--- config.mk ---
export PLATFORM = sky130hd
export DESIGN_NAME = dns_response_answer_extractor
export DESIGN_NICKNAME = d
export VERILOG_FILES = /design/src/rtl/drae_pkg.sv /design/src/rtl/drae_parser.sv /design/src/rtl/drae_result_fifo.sv /design/src/rtl/dns_response_answer_extractor.sv
export VERILOG_INCLUDE_DIRS = /design/src /design/src/rtl
export SDC_FILE = /design/constraint.sdc
export NUM_CORES = 1
export LEC_CHECK = 0
export ABC_AREA = 1
export BUFFER_PORTS_ARGS = -buffer_cell sky130_fd_sc_hd__buf_4
export CAP_MARGIN = 15
export CORE_ASPECT_RATIO = 0.9
export CORE_MARGIN = 2
export CORE_UTILIZATION = 45
export DETAILED_ROUTE_END_ITERATION = 12
export PLACE_DENSITY_LB_ADDON = 0.25
export SLEW_MARGIN = 20
export SYNTH_ARGS = -nofsm -noshare
export SYNTH_HDL_FRONTEND = slang
export SYNTH_HIERARCHICAL = 1
export SYNTH_SLANG_ARGS = --single-unit
--- constraint.sdc ---
create_clock -name clk_i -period 11.5 [get_ports clk_i]
set_input_delay 2.3 -clock clk_i [delete_from_list [all_inputs] [get_ports clk_i]]
set_output_delay 2.3 -clock clk_i [all_outputs]
set_load 0.01 [all_outputs]
--- src/rtl/assert_macros.svh ---
// assertion macros shared by the rtl modules
`ifndef ASSERT_MACROS_SVH
`define ASSERT_MACROS_SVH

// property must hold at every clock edge outside reset
`define DRAE_ASSERT(lbl, prop) \
  lbl: assert property (@(posedge clk_i) disable iff (!rst_ni) (prop)) \
    else $error("assertion failed");

// condition must never be seen at a clock edge outside reset
`define DRAE_ASSERT_NEVER(lbl, cond) \
  lbl: assert property (@(posedge clk_i) disable iff (!rst_ni) !(cond)) \
    else $error("forbidden condition seen");

`endif

--- src/rtl/drae_pkg.sv ---
// types and constants of the dns answer extractor
package drae_pkg;

  localparam int unsigned MaxMessageBytes = 512;

  typedef enum logic [3:0] {
    PH_HEADER = 4'd0,
    PH_QNAME  = 4'd1,
    PH_QLABEL = 4'd2,
    PH_QPTR   = 4'd3,
    PH_QFIX   = 4'd4,
    PH_ANAME  = 4'd5,
    PH_ALABEL = 4'd6,
    PH_APTR   = 4'd7,
    PH_AFIX   = 4'd8,
    PH_RDATA  = 4'd9
  } phase_e;

  typedef enum logic [1:0] {
    ST_OK       = 2'd0,
    ST_FORMAT   = 2'd1,
    ST_NXDOMAIN = 2'd2,
    ST_NOANSWER = 2'd3
  } status_e;

  localparam logic [7:0]  PtrMask   = 8'hC0;
  localparam logic [15:0] RcodeMask = 16'h000F;
  localparam logic [15:0] RcodeNx   = 16'd3;
  localparam int unsigned HeaderBytes = 12;
  localparam logic [15:0] TypeA     = 16'd1;
  localparam logic [15:0] TypeAaaa  = 16'd28;
  localparam logic [15:0] ClassIn   = 16'd1;
  localparam logic [15:0] LenA      = 16'd4;
  localparam logic [15:0] LenAaaa   = 16'd16;
  localparam logic [3:0]  QfixLast  = 4'd3;

  typedef struct packed {
    status_e     status;
    logic [63:0] addr_high;
    logic [63:0] addr_low;
    logic [31:0] ttl;
  } result_t;

endpackage

--- src/rtl/drae_parser.sv ---
// per-byte parse state and decision logic of the dns answer extractor
`include "assert_macros.svh"

module drae_parser #(
  parameter int unsigned MaxMessageBytes = drae_pkg::MaxMessageBytes
) (
  input  logic              clk_i,
  input  logic              rst_ni,
  input  logic              accept_i,
  input  logic [7:0]        data_byte_i,
  input  logic              last_byte_i,
  input  logic [15:0]       expected_id_i,
  input  logic              want_ipv6_i,
  output logic              emit_o,
  output drae_pkg::result_t result_o
);

  localparam int unsigned CntW = $clog2(MaxMessageBytes + 1);

  // header byte positions
  localparam logic [CntW-1:0] HdrIdHi    = CntW'(0);
  localparam logic [CntW-1:0] HdrIdLo    = CntW'(1);
  localparam logic [CntW-1:0] HdrFlagsHi = CntW'(2);
  localparam logic [CntW-1:0] HdrFlagsLo = CntW'(3);
  localparam logic [CntW-1:0] HdrQdHi    = CntW'(4);
  localparam logic [CntW-1:0] HdrQdLo    = CntW'(5);
  localparam logic [CntW-1:0] HdrAnHi    = CntW'(6);
  localparam logic [CntW-1:0] HdrAnLo    = CntW'(7);
  localparam logic [CntW-1:0] HdrLast    = CntW'(drae_pkg::HeaderBytes - 1);

  // answer fixed-field positions
  localparam logic [3:0] FixTypeHi  = 4'd0;
  localparam logic [3:0] FixTypeLo  = 4'd1;
  localparam logic [3:0] FixClassHi = 4'd2;
  localparam logic [3:0] FixClassLo = 4'd3;
  localparam logic [3:0] FixTtl0    = 4'd4;
  localparam logic [3:0] FixTtl1    = 4'd5;
  localparam logic [3:0] FixTtl2    = 4'd6;
  localparam logic [3:0] FixTtl3    = 4'd7;
  localparam logic [3:0] FixLenHi   = 4'd8;

  drae_pkg::phase_e phase_q, phase_d;
  logic [CntW-1:0]  cnt_q, cnt_d;
  logic [15:0]      flags_q, flags_d;
  logic [15:0]      qleft_q, qleft_d;
  logic [15:0]      aleft_q, aleft_d;
  logic [7:0]       label_q, label_d;
  logic [3:0]       ffi_q, ffi_d;
  logic [15:0]      rtype_q, rtype_d;
  logic [15:0]      rclass_q, rclass_d;
  logic [31:0]      rttl_q, rttl_d;
  logic [15:0]      rdata_q, rdata_d;
  logic [63:0]      shift_hi_q, shift_hi_d;
  logic [63:0]      shift_lo_q, shift_lo_d;
  logic             decided_q, decided_d;

  logic             emit;
  logic             do_next;
  logic             active;
  logic [15:0]      want_type;
  logic [15:0]      want_len;
  logic [15:0]      rdata_full;

  assign active     = cnt_q < CntW'(MaxMessageBytes);
  assign want_type  = want_ipv6_i ? drae_pkg::TypeAaaa : drae_pkg::TypeA;
  assign want_len   = want_ipv6_i ? drae_pkg::LenAaaa : drae_pkg::LenA;
  assign rdata_full = rdata_q | {8'h00, data_byte_i};

  always_comb begin
    phase_d    = phase_q;
    cnt_d      = cnt_q;
    flags_d    = flags_q;
    qleft_d    = qleft_q;
    aleft_d    = aleft_q;
    label_d    = label_q;
    ffi_d      = ffi_q;
    rtype_d    = rtype_q;
    rclass_d   = rclass_q;
    rttl_d     = rttl_q;
    rdata_d    = rdata_q;
    shift_hi_d = shift_hi_q;
    shift_lo_d = shift_lo_q;
    decided_d  = decided_q;
    emit       = 1'b0;
    do_next    = 1'b0;
    result_o   = '0;

    if (accept_i) begin
      if (active) begin
        cnt_d = cnt_q + CntW'(1);
        if (!decided_q) begin
          unique case (phase_q)
            drae_pkg::PH_HEADER: begin
              unique case (cnt_q)
                HdrIdHi:    flags_d = {data_byte_i, 8'h00};
                HdrIdLo: begin
                  if ((flags_q | {8'h00, data_byte_i}) != expected_id_i) begin
                    emit            = 1'b1;
                    result_o.status = drae_pkg::ST_FORMAT;
                  end
                end
                HdrFlagsHi: flags_d = {data_byte_i, 8'h00};
                HdrFlagsLo: flags_d = flags_q | {8'h00, data_byte_i};
                HdrQdHi:    qleft_d = {data_byte_i, 8'h00};
                HdrQdLo:    qleft_d = qleft_q | {8'h00, data_byte_i};
                HdrAnHi:    aleft_d = {data_byte_i, 8'h00};
                HdrAnLo:    aleft_d = aleft_q | {8'h00, data_byte_i};
                HdrLast: begin
                  if ((flags_q & drae_pkg::RcodeMask) == drae_pkg::RcodeNx) begin
                    emit            = 1'b1;
                    result_o.status = drae_pkg::ST_NXDOMAIN;
                  end else begin
                    do_next = 1'b1;
                  end
                end
                default: ;
              endcase
            end
            drae_pkg::PH_QNAME, drae_pkg::PH_ANAME: begin
              if (data_byte_i == 8'h00) begin
                phase_d = (phase_q == drae_pkg::PH_QNAME) ? drae_pkg::PH_QFIX
                                                          : drae_pkg::PH_AFIX;
                ffi_d   = '0;
              end else if ((data_byte_i & drae_pkg::PtrMask) == drae_pkg::PtrMask) begin
                phase_d = (phase_q == drae_pkg::PH_QNAME) ? drae_pkg::PH_QPTR
                                                          : drae_pkg::PH_APTR;
              end else begin
                label_d = data_byte_i;
                phase_d = (phase_q == drae_pkg::PH_QNAME) ? drae_pkg::PH_QLABEL
                                                          : drae_pkg::PH_ALABEL;
              end
            end
            drae_pkg::PH_QLABEL, drae_pkg::PH_ALABEL: begin
              label_d = label_q - 8'd1;
              if (label_d == 8'd0) begin
                phase_d = (phase_q == drae_pkg::PH_QLABEL) ? drae_pkg::PH_QNAME
                                                           : drae_pkg::PH_ANAME;
              end
            end
            drae_pkg::PH_QPTR: begin
              phase_d = drae_pkg::PH_QFIX;
              ffi_d   = '0;
            end
            drae_pkg::PH_APTR: begin
              phase_d = drae_pkg::PH_AFIX;
              ffi_d   = '0;
            end
            drae_pkg::PH_QFIX: begin
              if (ffi_q < drae_pkg::QfixLast) begin
                ffi_d = ffi_q + 4'd1;
              end else begin
                qleft_d = qleft_q - 16'd1;
                do_next = 1'b1;
              end
            end
            drae_pkg::PH_AFIX: begin
              ffi_d = ffi_q + 4'd1;
              unique case (ffi_q)
                FixTypeHi:  rtype_d  = {data_byte_i, 8'h00};
                FixTypeLo:  rtype_d  = rtype_q | {8'h00, data_byte_i};
                FixClassHi: rclass_d = {data_byte_i, 8'h00};
                FixClassLo: rclass_d = rclass_q | {8'h00, data_byte_i};
                FixTtl0, FixTtl1, FixTtl2, FixTtl3:
                  rttl_d = {rttl_q[23:0], data_byte_i};
                FixLenHi:   rdata_d  = {data_byte_i, 8'h00};
                default: begin
                  ffi_d      = ffi_q;
                  rdata_d    = rdata_full;
                  // a cleared class marks the record as not wanted
                  if (rtype_q != want_type || rclass_q != drae_pkg::ClassIn ||
                      rdata_full != want_len) begin
                    rclass_d = '0;
                  end
                  aleft_d    = aleft_q - 16'd1;
                  shift_hi_d = '0;
                  shift_lo_d = '0;
                  if (rdata_full == 16'd0) begin
                    do_next = 1'b1;
                  end else begin
                    phase_d = drae_pkg::PH_RDATA;
                  end
                end
              endcase
            end
            drae_pkg::PH_RDATA: begin
              shift_hi_d = {shift_hi_q[55:0], shift_lo_q[63:56]};
              shift_lo_d = {shift_lo_q[55:0], data_byte_i};
              rdata_d    = rdata_q - 16'd1;
              if (rdata_d == 16'd0) begin
                if (rclass_q == drae_pkg::ClassIn) begin
                  emit               = 1'b1;
                  result_o.status    = drae_pkg::ST_OK;
                  result_o.addr_high = shift_hi_d;
                  result_o.addr_low  = shift_lo_d;
                  result_o.ttl       = rttl_q;
                end else begin
                  do_next = 1'b1;
                end
              end
            end
            default: ;
          endcase

          // move on to the next question or answer, or give up
          if (do_next) begin
            if (qleft_d != 16'd0) begin
              phase_d = drae_pkg::PH_QNAME;
            end else if (aleft_d != 16'd0) begin
              phase_d = drae_pkg::PH_ANAME;
            end else begin
              emit            = 1'b1;
              result_o.status = drae_pkg::ST_NOANSWER;
            end
          end
        end
      end

      if (emit) begin
        decided_d = 1'b1;
      end

      // end of message: flag a cut-off and start afresh
      if (last_byte_i) begin
        if (!decided_q && !emit) begin
          emit            = 1'b1;
          result_o.status = drae_pkg::ST_FORMAT;
        end
        phase_d    = drae_pkg::PH_HEADER;
        cnt_d      = '0;
        flags_d    = '0;
        qleft_d    = '0;
        aleft_d    = '0;
        label_d    = '0;
        ffi_d      = '0;
        rtype_d    = '0;
        rclass_d   = '0;
        rttl_d     = '0;
        rdata_d    = '0;
        shift_hi_d = '0;
        shift_lo_d = '0;
        decided_d  = 1'b0;
      end
    end
  end

  assign emit_o = emit;

  always_ff @(posedge clk_i or negedge rst_ni) begin
    if (!rst_ni) begin
      phase_q    <= drae_pkg::PH_HEADER;
      cnt_q      <= '0;
      flags_q    <= '0;
      qleft_q    <= '0;
      aleft_q    <= '0;
      label_q    <= '0;
      ffi_q      <= '0;
      rtype_q    <= '0;
      rclass_q   <= '0;
      rttl_q     <= '0;
      rdata_q    <= '0;
      shift_hi_q <= '0;
      shift_lo_q <= '0;
      decided_q  <= 1'b0;
    end else begin
      phase_q    <= phase_d;
      cnt_q      <= cnt_d;
      flags_q    <= flags_d;
      qleft_q    <= qleft_d;
      aleft_q    <= aleft_d;
      label_q    <= label_d;
      ffi_q      <= ffi_d;
      rtype_q    <= rtype_d;
      rclass_q   <= rclass_d;
      rttl_q     <= rttl_d;
      rdata_q    <= rdata_d;
      shift_hi_q <= shift_hi_d;
      shift_lo_q <= shift_lo_d;
      decided_q  <= decided_d;
    end
  end

  `DRAE_ASSERT(a_cnt_bounded, cnt_q <= CntW'(MaxMessageBytes))
  `DRAE_ASSERT(a_header_in_range,
    (phase_q == drae_pkg::PH_HEADER && !decided_q) |-> (cnt_q <= HdrLast))
  `DRAE_ASSERT(a_decided_after_emit,
    (accept_i && emit && !last_byte_i) |=> decided_q)
  `DRAE_ASSERT_NEVER(a_no_second_result, accept_i && emit && decided_q && !last_byte_i)

endmodule

--- src/rtl/drae_result_fifo.sv ---
// two-entry result queue between the parser and the output channel
`include "assert_macros.svh"

module drae_result_fifo (
  input  logic              clk_i,
  input  logic              rst_ni,
  input  logic              push_i,
  input  drae_pkg::result_t push_data_i,
  output logic              full_o,
  output logic              out_valid_o,
  input  logic              out_stall_i,
  output drae_pkg::result_t out_data_o
);

  drae_pkg::result_t entry_q [2];
  logic              wr_ptr_q;
  logic              rd_ptr_q;
  logic [1:0]        count_q, count_d;
  logic              pop;

  assign full_o      = count_q == 2'd2;
  assign out_valid_o = count_q != 2'd0;
  assign out_data_o  = entry_q[rd_ptr_q];
  assign pop         = out_valid_o && !out_stall_i;

  always_comb begin
    count_d = count_q;
    if (push_i && !pop) begin
      count_d = count_q + 2'd1;
    end else if (pop && !push_i) begin
      count_d = count_q - 2'd1;
    end
  end

  always_ff @(posedge clk_i or negedge rst_ni) begin
    if (!rst_ni) begin
      wr_ptr_q <= 1'b0;
      rd_ptr_q <= 1'b0;
      count_q  <= '0;
    end else begin
      count_q <= count_d;
      if (push_i) begin
        wr_ptr_q <= ~wr_ptr_q;
      end
      if (pop) begin
        rd_ptr_q <= ~rd_ptr_q;
      end
    end
  end

  always_ff @(posedge clk_i) begin
    if (push_i) begin
      entry_q[wr_ptr_q] <= push_data_i;
    end
  end

  `DRAE_ASSERT(a_count_bounded, count_q <= 2'd2)
  `DRAE_ASSERT_NEVER(a_push_when_full, push_i && full_o)
  `DRAE_ASSERT(a_ptrs_match_count,
    ((count_q == 2'd0) || (count_q == 2'd2)) |-> (wr_ptr_q == rd_ptr_q))

endmodule

--- src/rtl/dns_response_answer_extractor.sv ---
// One request is one byte of a DNS response; the block takes one request per cycle unless stalled
// and gives one result per message (ok with the first class-IN A or AAAA address and
// its TTL, format error, NXDOMAIN or no answer), written into a two-entry result queue
// when the byte that decides it is taken. Input stalls only while that queue holds two results
// nobody has taken, so throughput is one byte per cycle whenever the output side keeps up.
// Bytes past MaxMessageBytes are dropped but last_byte still closes the message.
module dns_response_answer_extractor #(
  parameter int unsigned MaxMessageBytes = drae_pkg::MaxMessageBytes
) (
  input  logic        clk_i,
  input  logic        rst_ni,
  input  logic        in_valid_i,
  output logic        in_stall_o,
  input  logic [7:0]  data_byte_i,
  input  logic        last_byte_i,
  input  logic [15:0] expected_id_i,
  input  logic        want_ipv6_i,
  output logic        out_valid_o,
  input  logic        out_stall_i,
  output logic [1:0]  status_o,
  output logic [63:0] addr_high_o,
  output logic [63:0] addr_low_o,
  output logic [31:0] ttl_seconds_o
);

  logic              accept;
  logic              emit;
  logic              full;
  drae_pkg::result_t result;
  drae_pkg::result_t out_data;

  assign in_stall_o = full;
  assign accept     = in_valid_i && !full;

  drae_parser #(
    .MaxMessageBytes(MaxMessageBytes)
  ) u_parser (
    .clk_i        (clk_i),
    .rst_ni       (rst_ni),
    .accept_i     (accept),
    .data_byte_i  (data_byte_i),
    .last_byte_i  (last_byte_i),
    .expected_id_i(expected_id_i),
    .want_ipv6_i  (want_ipv6_i),
    .emit_o       (emit),
    .result_o     (result)
  );

  drae_result_fifo u_result_fifo (
    .clk_i      (clk_i),
    .rst_ni     (rst_ni),
    .push_i     (emit),
    .push_data_i(result),
    .full_o     (full),
    .out_valid_o(out_valid_o),
    .out_stall_i(out_stall_i),
    .out_data_o (out_data)
  );

  assign status_o      = out_data.status;
  assign addr_high_o   = out_data.addr_high;
  assign addr_low_o    = out_data.addr_low;
  assign ttl_seconds_o = out_data.ttl;

endmodule
After elaboration in Yosys (flattened, before gate mapping):

Memory sizes are Yosys's and may differ from the RTL's.
Index checks and enable logic that the tools add are counted.

* add/subtract/negate cells: 8
* order comparisons: 2
* equality and inequality tests: 42
* multiplexer cells: 133
* bitwise operators: 8
* reductions and logical operators: 54

Operator list (count)
* 2-to-1 mux 162 bit: 4
* 2-to-1 mux 16 bit: 30
* 2-to-1 mux 160 bit: 2
* 2-to-1 mux 64 bit: 4
* case mux 16 bit (2 select lines): 8
* 2-to-1 mux 56 bit: 3
* 2-to-1 mux 32 bit: 5
* case mux 64 bit (2 select lines): 1
* case mux 56 bit (2 select lines): 1
* bitwise OR 16 x 8 -> 16 bit: 6
* 2-to-1 mux 4 bit: 18
* inequality test 16 bit: 3
* case mux 16 bit (3 select lines): 1
* subtractor 16 x 1 -> 16 bit (second input constant): 3
* equality test 10 x 3 -> 1 bit (second input constant): 4
* 2-to-1 mux 8 bit: 5
* equality test 4 x 3 -> 1 bit (second input constant): 8
* zero test 16 bit: 2
* nonzero test 16 bit: 2
* 2-to-1 mux 1 bit: 28
* AND reduction 5 bit: 5
* equality test 10 x 2 -> 1 bit (second input constant): 2
* equality test 4 x 2 -> 1 bit (second input constant): 5
* 2-to-1 mux 10 bit: 2
* 47 further kinds: 95

* flip-flop bits (word level): 279
* memory bits (writable): 324
* input bits: 30
* logic and storage cells: 265
* memories: 1

Memories
* u_result_fifo.entry_q: words 2, bits a word 162, read ports 1, clocked after Yosys merged registers in 0, write ports 1, RTL line drae_result_fifo.sv:15 `drae_pkg::result_t entry_q [2];`

Longest topological paths before layout:

Gate-level depths: netlist of run 1.

* depth after elaboration: 23
* mapped depth: 26

By module:

The synthesis of run 1 kept the hierarchy.

Modules (own cells, without submodules)
* drae_parser: times used 1, cells each 2192, area each 16473.3 sq um, sequential area each 6881.6 sq um
* drae_result_fifo: times used 1, cells each 874, area each 11955.2 sq um, sequential area each 9829.4 sq um
* dns_response_answer_extractor: times used 1, cells each 2, area each 10.0 sq um, sequential area each 0.0 sq um

Worst setup path before layout of run 1:

No wires, ideal clock.

* path kind: input-to-reg
* from: in data_byte_i[7]
* to: mem u_result_fifo/entry_q[0][0] in the netlist's numbering (enable)
* library setup time: 0.686 ns
* data arrival time: 10.603 ns
* data required time: 10.814 ns
* setup slack: 0.212 ns
* stages: 14
* cell sequence: clkbuf_1 -> nor2_1 -> inv_1 -> nor4_1 -> nand3b_1 -> nor3_1 -> nor2_1 -> nand2_1 -> nand3_1 -> o21bai_2 -> o21bai_1 -> nor2_1 -> inv_1 -> nor2_1

* longest elaborated chain between the ends: 20
* elaborated cells on any way between the ends: 40

RTL lines
* from (decl): RTL line dns_response_answer_extractor.sv:14 `input logic [7:0] data_byte_i,`
* bitwise OR 16 x 8 -> 16 bit: RTL line drae_parser.sv:107 `HdrAnLo: aleft_d = aleft_q | {8'h00, data_byte_i};`
* case mux 16 bit (2 select lines): RTL line drae_parser.sv:94 `unique case (cnt_q)`
* case mux 16 bit (2 select lines): RTL line drae_parser.sv:92 `unique case (phase_q)`
* 2-to-1 mux 16 bit: RTL line drae_parser.sv:91 `if (!decided_q) begin`
* 2-to-1 mux 16 bit: RTL line drae_parser.sv:89 `if (active) begin`
* 2-to-1 mux 16 bit: RTL line drae_parser.sv:88 `if (accept_i) begin`
* nonzero test 16 bit: RTL line drae_parser.sv:208 `end else if (aleft_d != 16'd0) begin`
* 2-to-1 mux 1 bit: RTL line drae_parser.sv:208
* [... 5 more ...]
* zero test 1 bit: RTL line drae_parser.sv:224 `if (!decided_q && !emit) begin`
* logical AND 1 bit: RTL line drae_parser.sv:224
* 2-to-1 mux 1 bit: RTL line drae_parser.sv:224
* 2-to-1 mux 1 bit *: RTL line drae_parser.sv:223 `if (last_byte_i) begin`
* 2-to-1 mux 1 bit *: RTL line drae_parser.sv:88
* net emit: RTL line dns_response_answer_extractor.sv:27 `logic emit;`
* 2-to-1 mux 1 bit *: RTL line drae_result_fifo.sv:52 `if (push_i) begin`
* 2-to-1 mux 1 bit (implied by the code) *: RTL line drae_result_fifo.sv:53 `entry_q[wr_ptr_q] <= push_data_i;`
* to (decl): RTL line drae_result_fifo.sv:15

Mark *: on every way through the listed nets, which the timed path passes. The rest lies on a longest branch. The select of a mux whose other input is x is not followed.

Final worst setup path of run 1:

* from: in in_valid_i
* to: reg u_parser.shift_hi_q[34]

* longest elaborated chain between the ends: 2

RTL lines
* from (decl): RTL line dns_response_answer_extractor.sv:12 `input logic in_valid_i,`
* logical AND 1 bit: RTL line dns_response_answer_extractor.sv:33 `assign accept = in_valid_i && !full;`
* net accept: RTL line dns_response_answer_extractor.sv:26 `logic accept;`
* AND reduction 5 bit (no line)
* to (signal assigned): RTL line drae_parser.sv:276 `shift_hi_q <= shift_hi_d;`
* to (decl): RTL line drae_parser.sv:53 `logic [63:0] shift_hi_q, shift_hi_d;`

The timed path passes the listed nets, and every way through them passes these cells.
A chain may end at the register's enable or synchronous reset.

==> metrics list, run 1 <==
* Worst hold path class: flip-flop to flip-flop
- Measured along the x axis, the die boundary spans 269 um.
- Result of the run: finished clean
- Setup repair after global routing left no endpoint under its margin.
- After the first detailed-routing iteration, the DRC count stood at 2532.
* Final Hold Vio Count: 0
* DRC: 0
- EDFF count, synth: 324
- Ranked by instance count, the synthesized netlist is headed by 825 x sky130_fd_sc_hd__nand2_1, 324 x sky130_fd_sc_hd__edfxtp_1, 323 x sky130_fd_sc_hd__inv_1.
- Counting every sink on the clock net gives 603.
- After routing, the total negative slack on setup checks comes to 0 ps.
* Clock slew at reported path FFs: about 60 ps
- Setup violations remaining at the end of the flow were counted as 0.
- At the end of routability-driven placement, the weighted congestion stood at 0.917.
- Sequential elements use between 50% and 60% of the synthesized area.
* Post-layout worst setup margin: 5620 ps
- The first global-routing pass estimated 120000 um of wire.
- Once detail routing completed, the nets flagged for antenna violations numbered 0.
- Area of the core region: 62600 um^2
- Synthesis handed over a netlist of roughly 3100 instances.
- Fraction of registers with async set/reset: 46.3%
* Die Outline Area: 65200 um^2
* Largest area contributor in the netlist: sky130_fd_sc_hd__edfxtp_1
* Buffer count from post-CTS setup fixing: 0
* Most used flip-flop cell after synthesis: sky130_fd_sc_hd__edfxtp_1
- Global routing consumed, over all layers together, 23.4% of the routing resources.
* Maximum level of the CTS H-tree: 3
- Met1 routing resource usage after global routing: 33.1%
- Buffers inserted during clock tree synthesis total 66.
- Once the floorplan was initialized, standard cells occupied a little under half of the core.
- Final core occ: around 52%
- P per Cell Area: 225 nW/um^2
* Clock tree from TritonCTS: yes
- Flip-flop and latch count after synthesis: around 600
* Maximum number of pins on one net before global-route repair: 177
- Along the worst path, the maximum fanout reaches roughly 120.
- In this run, post-CTS repair resized a total of 0 instances.
- Max-slew violation total from the final report: 0
- The number of antenna diodes in the final layout is 0.
* Leakage dissipation: 13.7 nW
- Top cells by area in the synthesized netlist: sky130_fd_sc_hd__edfxtp_1 34%, sky130_fd_sc_hd__dfrtp_1 25%, sky130_fd_sc_hd__nand2_1 11%, sky130_fd_sc_hd__o21ai_0 4.9%, sky130_fd_sc_hd__inv_1 4.3%
* Worst vdd rail ir drop: 0.118 mV
* Worst slack at placement: slightly below 5000 ps
* Nets in the synthesized netlist: between 3000 and 4000
* GR Layer Usage met3: 3.61%
* Count of hold-fix buffers inserted at cts: 0
* Detailed-routing iteration count for the pre-antenna-repair pass: 6
- Detail-routed via count per cell: 5.43
- Critical path class: input pin to flip-flop
- Total vias in the final route: 22200
- From synthesis to final layout, the design area changed by 14.6%.
* Warnings, synthesis: 6
- I/O pin cnt: 194
* Wire length per cell after detailed routing: 18.8 um
- In this run the mean area of a mapped cell was 9.27 um^2.
* Number of antenna violations at the first check in global routing: 0
* Cell Area, Synth: 28400 um^2
- Library cells used by synthesis: 50
- The worst pin sits at a relative slew slack of 26.9%.
- At the pin with the least slew margin, the transition time is 1100 ps.
* Count of max-cap constraint violations: 0
* Hold_ws: 492 ps
- For this block, the routed nets add up to 76600 um of wire.
- Vias in the first global route: 21200
- Global route overflow: 0
* Type of destination of the critical path: flip-flop
- Most frequently used cell type in the post-synthesis netlist: sky130_fd_sc_hd__nand2_1
- Startpoint types: input pin
- On the final layout, the worst clock skew is roughly 25 ps.
- Based on the critical path, the design can be clocked at up to approximately 170 MHz.
* Standard-cell rows: 87
* Fill cell count: 5626
- Signal arrival time at the worst endpoint: 6390 ps
- The later pin in the worst-skew pair is clocked with a latency of a little over 600 ps.
- Global routing consumed, on the met2 layer, a little under two fifths of the routing resources.
* Data required, critical path: between 10000 and 15000 ps
- Period utilization: about half
* Die Y: roughly 240 um
- In this run the biggest area consumer among cell types represents 34.2% of the synthesized area.
- Tmin final: 5880 ps
- The layer flagged by global routing as most heavily used is met2.
- Detailed placement finished with a half-perimeter wire length of 48300 um.
- Clock tree synthesis selected as its root buffer the cell sky130_fd_sc_hd__clkbuf_16.
- Nets@finish: 3227
* Share of final-layout standard cells stronger than drive strength 1: 13.8%
* CTS max path bufs: 3
* IO buf count: 193
-- critical path, stage by stage --
cell and delay (ps):
sky130_fd_sc_hd__buf_4 80, sky130_fd_sc_hd__inv_1 60, sky130_fd_sc_hd__nor2_2 120, sky130_fd_sc_hd__inv_1 90, sky130_fd_sc_hd__nor2_1 180, sky130_fd_sc_hd__inv_1 100, sky130_fd_sc_hd__nor2_2 280, sky130_fd_sc_hd__nor2_1 90
sky130_fd_sc_hd__inv_1 60, sky130_fd_sc_hd__buf_4 400, sky130_fd_sc_hd__nand2_1 170, sky130_fd_sc_hd__a31oi_4 190, sky130_fd_sc_hd__buf_4 810, sky130_fd_sc_hd__buf_4 890, sky130_fd_sc_hd__nand4_1 200, sky130_fd_sc_hd__o21ai_0 140
-- metal layers --
layer / up-vias / wire length (um)
li1: 10500 / -
met1: 10800 / 33300
met2: 784 / 36500
met3: 126 / 4870
met4: 0 / 1950
met5: - / 0
-- report_power, final --
part           switching [mW]  internal (mW)  leakage (nW)
registers               0.189           2.72          6.86
logic                    1.54          0.774          5.74
clock network           0.873           1.24          1.06
-- cells in the final DEF, fill, tap and decap left out, types with 4 or more instances in the layout --
cell type,instances
sky130_fd_sc_hd__a21oi_1,39
sky130_fd_sc_hd__o21ai_0,277
sky130_fd_sc_hd__and2_1,7
sky130_fd_sc_hd__nor2_2,12
sky130_fd_sc_hd__buf_4,205
sky130_fd_sc_hd__clkbuf_8,6
sky130_fd_sc_hd__nor4_1,7
sky130_fd_sc_hd__ha_1,16
sky130_fd_sc_hd__nand4_1,141
sky130_fd_sc_hd__clkinv_1,10
sky130_fd_sc_hd__inv_6,5
sky130_fd_sc_hd__nand2_1,825
sky130_fd_sc_hd__clkinv_2,9
sky130_fd_sc_hd__dfrtp_1,278
sky130_fd_sc_hd__clkbuf_1,20
sky130_fd_sc_hd__o22ai_1,36
sky130_fd_sc_hd__inv_2,9
sky130_fd_sc_hd__xor2_1,13
sky130_fd_sc_hd__xnor2_1,14
sky130_fd_sc_hd__o211ai_1,7
sky130_fd_sc_hd__edfxtp_1,324
sky130_fd_sc_hd__nor3_2,82
sky130_fd_sc_hd__bufinv_16,4
sky130_fd_sc_hd__nor3b_1,4
sky130_fd_sc_hd__nor3_1,93
sky130_fd_sc_hd__o21ai_1,13
sky130_fd_sc_hd__nor2_1,188
sky130_fd_sc_hd__o21bai_1,10
sky130_fd_sc_hd__nand3_1,127
sky130_fd_sc_hd__clkbuf_16,69
sky130_fd_sc_hd__inv_1,322
sky130_fd_sc_hd__nand2_2,11
-- state kept, by name, summed over array words and instances, names as in the netlist, 2 cells and up --
signal                 flops
u_parser/rclass_q         16
u_parser/flags_q          16
u_parser/rtype_q          16
u_result_fifo/count_q      2
u_parser/cnt_q            10
u_parser/rdata_q          16
u_parser/ffi_q             4
u_parser/qleft_q          16
u_parser/label_q           8
u_parser/aleft_q          16
u_result_fifo/entry_q    324
u_parser/shift_lo_q       64
u_parser/phase_q           4
u_parser/rttl_q           32
u_parser/shift_hi_q       56
-- cell families after synthesis --
family,after synthesis,synth area share (%)
buffers and inverters,508,7.41
adder cells (fa/ha/maj),16,0.704
AO/OA/AOI/OAI,401,7.59
AND/OR/NAND/NOR,1513,24.7
flip-flops,603,58.8
XOR/XNOR,27,0.832
-- area by class of cell --
cell class	count	area [um^2]	share of cell area, %
flip-flops and latches	603	16700	51.3
multi-input cells	1957	9680	29.7
inverters	341	1300	3.98
well taps	845	1060	3.24
repair buffers	212	1660	5.11
clock inverters	27	294	0.902
clock buffers	95	1880	5.78
-- stage by stage --
step	area [um^2]	instances	power [mW]
floorplan	28400	3068	4.32
global placement	30400	3957	5.23
detailed placement	30400	3957	5.27
CTS	32600	4079	7.40
global route	32600	4080	7.75
finish	32600	4080	7.34
-- worst paths after layout --
path,start,end,slack [ps],cells past startpoint
max in group asynchronous,rst_ni,u_result_fifo/rd_ptr_q$_DFFE_PN0P_,8240,2
hold / removal,u_parser/rclass_q[9]$_DFFE_PN0P_,u_parser/rclass_q[9]$_DFFE_PN0P_,490,2
min in group asynchronous,rst_ni,u_parser/flags_q[14]$_DFFE_PN0P_,1710,1
hold reg to reg,u_parser/rclass_q[9]$_DFFE_PN0P_,u_parser/rclass_q[9]$_DFFE_PN0P_,490,2
setup reg to reg,u_parser/rdata_q[0]$_DFFE_PN0P_,u_result_fifo/entry_q[1][107]$_DFFE_PP_,6430,18
setup / recovery,in_valid_i,u_parser/shift_hi_q[34]$_DFFE_PN0P_,5620,16
(Power assumes the default switching activity.)
==> run 2, diff against run 1 <==
--- a/config.mk
+++ b/config.mk
@@ -6,7 +6,7 @@
 export SDC_FILE = /design/constraint.sdc
 export NUM_CORES = 1
 export LEC_CHECK = 0
-export ABC_AREA = 1
+export ABC_AREA = 0
 export BUFFER_PORTS_ARGS = -buffer_cell sky130_fd_sc_hd__buf_4
 export CAP_MARGIN = 15
 export CORE_ASPECT_RATIO = 0.9
==> constraint.sdc (replaced) <==
create_clock -name clk_i -period 5.4 [get_ports clk_i]
set_input_delay 1.08 -clock clk_i [delete_from_list [all_inputs] [get_ports clk_i]]
set_output_delay 1.08 -clock clk_i [all_outputs]
set_load 0.01 [all_outputs]
==> run 2 against run 1 <==
Core utilization rose by 0.063 points. Power rose by 98%. Worst hold slack got worse by 35 ps. First-iteration DRC count is 28% lower.
==> metrics list, run 2 <==
* Final Hold Vio Count: 0 (unchanged)
* Number of cells on the worst reg-to-reg path: 11 (-7)
- The largest registers in the layout are u_result_fifo/entry_q (324), u_parser/shift_lo_q (64), u_parser/shift_hi_q (56).
- Post-synthesis simple-gate area fraction: 16.4% (-8.3 points)
* Cell count after synthesis: 2430 (-21%)
- Met1 routing resource usage after global routing: 31.8% (-1.3 points)
* Maximum number of pins on one net before global-route repair: 116 (-34%)
- By area the synthesized netlist is led by sky130_fd_sc_hd__edfxtp_1 35%, sky130_fd_sc_hd__dfrtp_1 25%, sky130_fd_sc_hd__nand2_1 5.3%, sky130_fd_sc_hd__o21ai_0 4.5%, sky130_fd_sc_hd__mux2_2 4.1%.
- The area of the mapped netlist came to 27700 um^2 (-2.7%).
* Placement Cell Area: 29900 um^2 (-1.6%)
- Placer's final routability congestion estimate: 0.911 (-0.64%)
* Cell type of the slowest stage on the worst timing path: sky130_fd_sc_hd__or4b_1
- Detailed-routing iteration count for the pre-antenna-repair pass: 5 (-1)
* EDFF count, synth: 324 (unchanged)
- The logic depth of the worst setup path including buffers came to 11 (-5).
* Area of the core region: 61000 um^2 (-2.5%)
* Tmin final: 4770 ps
* Max stage delay on crit path: 820 ps (-70 ps)
* Largest area contributor in the netlist: sky130_fd_sc_hd__edfxtp_1
- Standard-cell rows: 86 (-1.1%)
* Setup tns final: 0 ps (unchanged)
* Startpoint types: flip-flop
- Count of max-cap constraint violations: 0 (unchanged)
- Hold_ws: 457 ps (-35.2 ps)
- Final core occ: 52.1% (+0.063 points)
- For this run, the top clock speed supported by timing is 210 MHz.
- The final number of setup-violating endpoints is 0 (unchanged).
* Signal arrival time at the worst endpoint: 5020 ps (-1370 ps)
- The routed via count came to 19500 (-12%).
* Number of CTS-inserted buffers: 59 (-11%)
* Area growth syn-to-layout: 15.0%
- IO buf count: 193 (unchanged)
- The global routing stage identified its most utilized layer as met2.
* Worst slack at placement: 713 ps (-4240 ps)
- The flow ran to the end, and the final reports show no timing, DRC or antenna violations.
* Worst vdd rail ir drop: 0.463 mV (+290%)
- Die Y: 239 um (-1.4%)
- The first-pass GRT wire length was 111000 um (-7.2%).
- Most frequently used cell type in the post-synthesis netlist: sky130_fd_sc_hd__nand2_1
- PostCTS Resize Cnt: 0 (unchanged)
* Data required, critical path: 5660 ps (-6350 ps)
- Mux cell area share after synthesis: 8.09% (+8.1 points)
- The leakage dissipation came to 12.9 nW (-5.4%).
- Commonest cells after routing, fill and taps aside: 394 x sky130_fd_sc_hd__nand2_1, 324 x sky130_fd_sc_hd__edfxtp_1, 278 x sky130_fd_sc_hd__dfrtp_1, 251 x sky130_fd_sc_hd__o21ai_0, 219 x sky130_fd_sc_hd__buf_4
- The area share of the largest cell type after synthesis was 35.2% (+0.96 points).
- Number of flip-flops under the largest register name: 324 (unchanged)
- The worst-case clock skew is 39.2 ps (+14.3 ps).
- The number of storage elements in the synthesis netlist was 603 (unchanged).
* Critical path class: flip-flop to flip-flop
* Fraction of registers with async set/reset: 46.3% (unchanged)
- The xor and xnor fraction of the mapped netlist area was 0.950% (+0.12 points).
- Non-Filler Cell Area, Final: 31800 um^2 (-2.4%)
* Worst path cell trace: or4b_1 > nor4_1 > and2_1 > o22ai_1 > nor3b_1 > and4_1 > nor2b_2 > a32o_2 > o311a_1 > nor2b_4 > buf_12
* Main combinational cell family by area after synthesis: simple AND/OR/NAND/NOR gates
- The total global routing overflow is 0 (unchanged).
* Syn_area_per_cell: 11.4 um^2 (+23%)
- TritonCTS built the clock tree.
- Clk_lat worst skew: 640 ps (+30 ps)
* Combined buffer and inverter count along the critical path: 1 (-7)
* Library cells used by synthesis: 84 (+68%)
- Share of final-layout standard cells stronger than drive strength 1: 20.6% (+6.8 points)
- Largest register by flop count: u_result_fifo/entry_q
- The deepest clock path buffer count is 3 (unchanged).
- Met2 track demand over resource in global routing: 35.8% (-1.4 points)
- Sequential cell area fraction in the yosys report: 60.4% (+1.7 points)
- All-layer global routing usage: 22.4% (-0.98 points)
- The post-layout worst setup margin came to 633 ps (-4990 ps).
* Antenna-violating nets left: 0 (unchanged)
- RSZ-0062 raised after global routing: false
* Worst hold path class: input pin to asynchronous set/reset pin
- The total of hold buffers inserted after clock tree synthesis was 0 (unchanged).
* Hpwl dp: 45900 um (-4.9%)
- The most used flip-flop cell after synthesis is sky130_fd_sc_hd__edfxtp_1.
- The via count of the first global-routing pass was 18900 (-11%).
- The clock transition at the registers of the reported paths came to 60 ps (about the same).
- Period utilization: 88.3%
- By count the netlist is led by 394 x sky130_fd_sc_hd__nand2_1, 324 x sky130_fd_sc_hd__edfxtp_1, 279 x sky130_fd_sc_hd__dfrtp_1.
* Max-slew violation total from the final report: 0 (unchanged)
- The total clock sinks is 603 (unchanged).
- Number of antenna violations at the first check in global routing: 0 (unchanged)
- Die Outline Area: 63500 um^2 (-2.7%)
- Wire length per cell after detailed routing: 21.3 um (+13%)
* GR Layer Usage met3: 3.13% (-0.48 points)
- The number of nets in the layout is 2587 (-20%).
- Warnings, synthesis: 6 (unchanged)
- Grouping stages by cell kind, the critical path spends the most delay in simple AND/OR/NAND/NOR gates.
* Library cell used as clock root buffer: sky130_fd_sc_hd__clkbuf_16
- Most common cell after layout, fill and taps aside: sky130_fd_sc_hd__nand2_1
- The power density over the cells is 458 nW/um^2 (+100%).
* Rel. slew slack: 26.7% (-0.13 points)
- Initial core utilization: 45.3% (-0.097 points)
- Die width: 265 um (-1.4%)
- The H-tree depth reported by CTS was 2 (-1).
- Worst-margin pin slew: 1100 ps (+2.00 ps)
* Final routed wirelength across all metal layers: 72000 um (-6.0%)
* Type of destination of the critical path: flip-flop
* Violation count after the first detailed-route iteration: 1834 (-28%)
* Nets in the synthesized netlist: 2476 (-20%)
* Antenna fix cells: 0 (unchanged)
* Post-synthesis compound-gate area fraction: 10.1% (+2.5 points)
- Buffer count from post-CTS setup fixing: 0 (unchanged)
* Detail-routed via count per cell: 5.78 (+6.3%)
- The highest fanout seen on the critical path is 90 (-26%).
- DRC: 0 (unchanged)
- The I/O pin total came to 194 (unchanged).
- Post-synthesis adder-cell area fraction: 0.724% (+0.020 points)
==> run 2: changes by cell type after synthesis, sizes merged, moves of 97 or more <==
cell and delta:
mux2 +171, and3 +163, nand4 -118, nand3 -97, inv -306, nand2 -442
nor3 -137
==> run 2: path summary, 6_finish.rpt <==
check / end / slack, ps / startpoint
setup / recovery: u_result_fifo/entry_q[0][141]$_DFFE_PP_ / 630 / u_parser/phase_q[2]$_DFFE_PN0P_
hold / removal: u_parser/label_q[4]$_DFFE_PN0P_ / 460 / rst_ni
hold reg to reg: u_parser/rttl_q[24]$_DFFE_PN0P_ / 470 / u_parser/rttl_q[24]$_DFFE_PN0P_
min in group clk_i: u_parser/rttl_q[24]$_DFFE_PN0P_ / 470 / u_parser/rttl_q[24]$_DFFE_PN0P_
max in group asynchronous: u_parser/shift_lo_q[40]$_DFFE_PN0P_ / 3770 / rst_ni
setup reg to reg: u_result_fifo/entry_q[0][141]$_DFFE_PP_ / 630 / u_parser/phase_q[2]$_DFFE_PN0P_
==> run 2: layer usage <==
layer | wire length (um) | part of all wire, %
met5 | 0 | 0
met2 | 34000 | 47
met3 | 4490 | 6.2
met4 | 1880 | 2.6
met1 | 31600 | 44
==> run 2: layout make-up <==
class | instances | area, um^2
clock buffer | 82 | 1610
clock inverter | 30 | 314
fill | 5283 | 29200
inverter | 28 | 105
sequential | 603 | 16700
timing repair buffer | 233 | 1920
multi-input combinational | 1616 | 10200
tap | 792 | 991
==> run 2: through the flow <==
stage,power (mW),instances
floorplan,8.85,2430
finish,14.6,3384
global placement,10.5,3272
detailed placement,10.6,3272
CTS,14.7,3384
global route,15.3,3384
==> run 2: logic make-up after synthesis <==
logic type | Yosys count
buffers and inverters | 211
xor gates and xnor gates | 30
AOI/OAI and AO/OA | 472
and+or+nand+nor | 922
muxes | 176
adders and majority gates | 16
DFF | 603
==> run 2: where the power goes <==
| group | internal, mW | switching, mW | total (mW) |
|---|---|---|---|
| Combinational | 2.01 | 2.50 | 4.51 |
| Clock | 2.29 | 1.76 | 4.06 |
| Sequential | 5.53 | 0.469 | 6.00 |
==> run 2: worst register-to-register path, cell delays in order, from the launching register on <==
cell and delay (ps):
sky130_fd_sc_hd__dfrtp_1 770, sky130_fd_sc_hd__or4b_1 820, sky130_fd_sc_hd__nor4_1 470, sky130_fd_sc_hd__and2_1 200, sky130_fd_sc_hd__o22ai_1 80, sky130_fd_sc_hd__nor3b_1 290, sky130_fd_sc_hd__and4_1 320, sky130_fd_sc_hd__nor2b_2 160
sky130_fd_sc_hd__a32o_2 170, sky130_fd_sc_hd__o311a_1 330, sky130_fd_sc_hd__nor2b_4 260, sky130_fd_sc_hd__buf_12 390
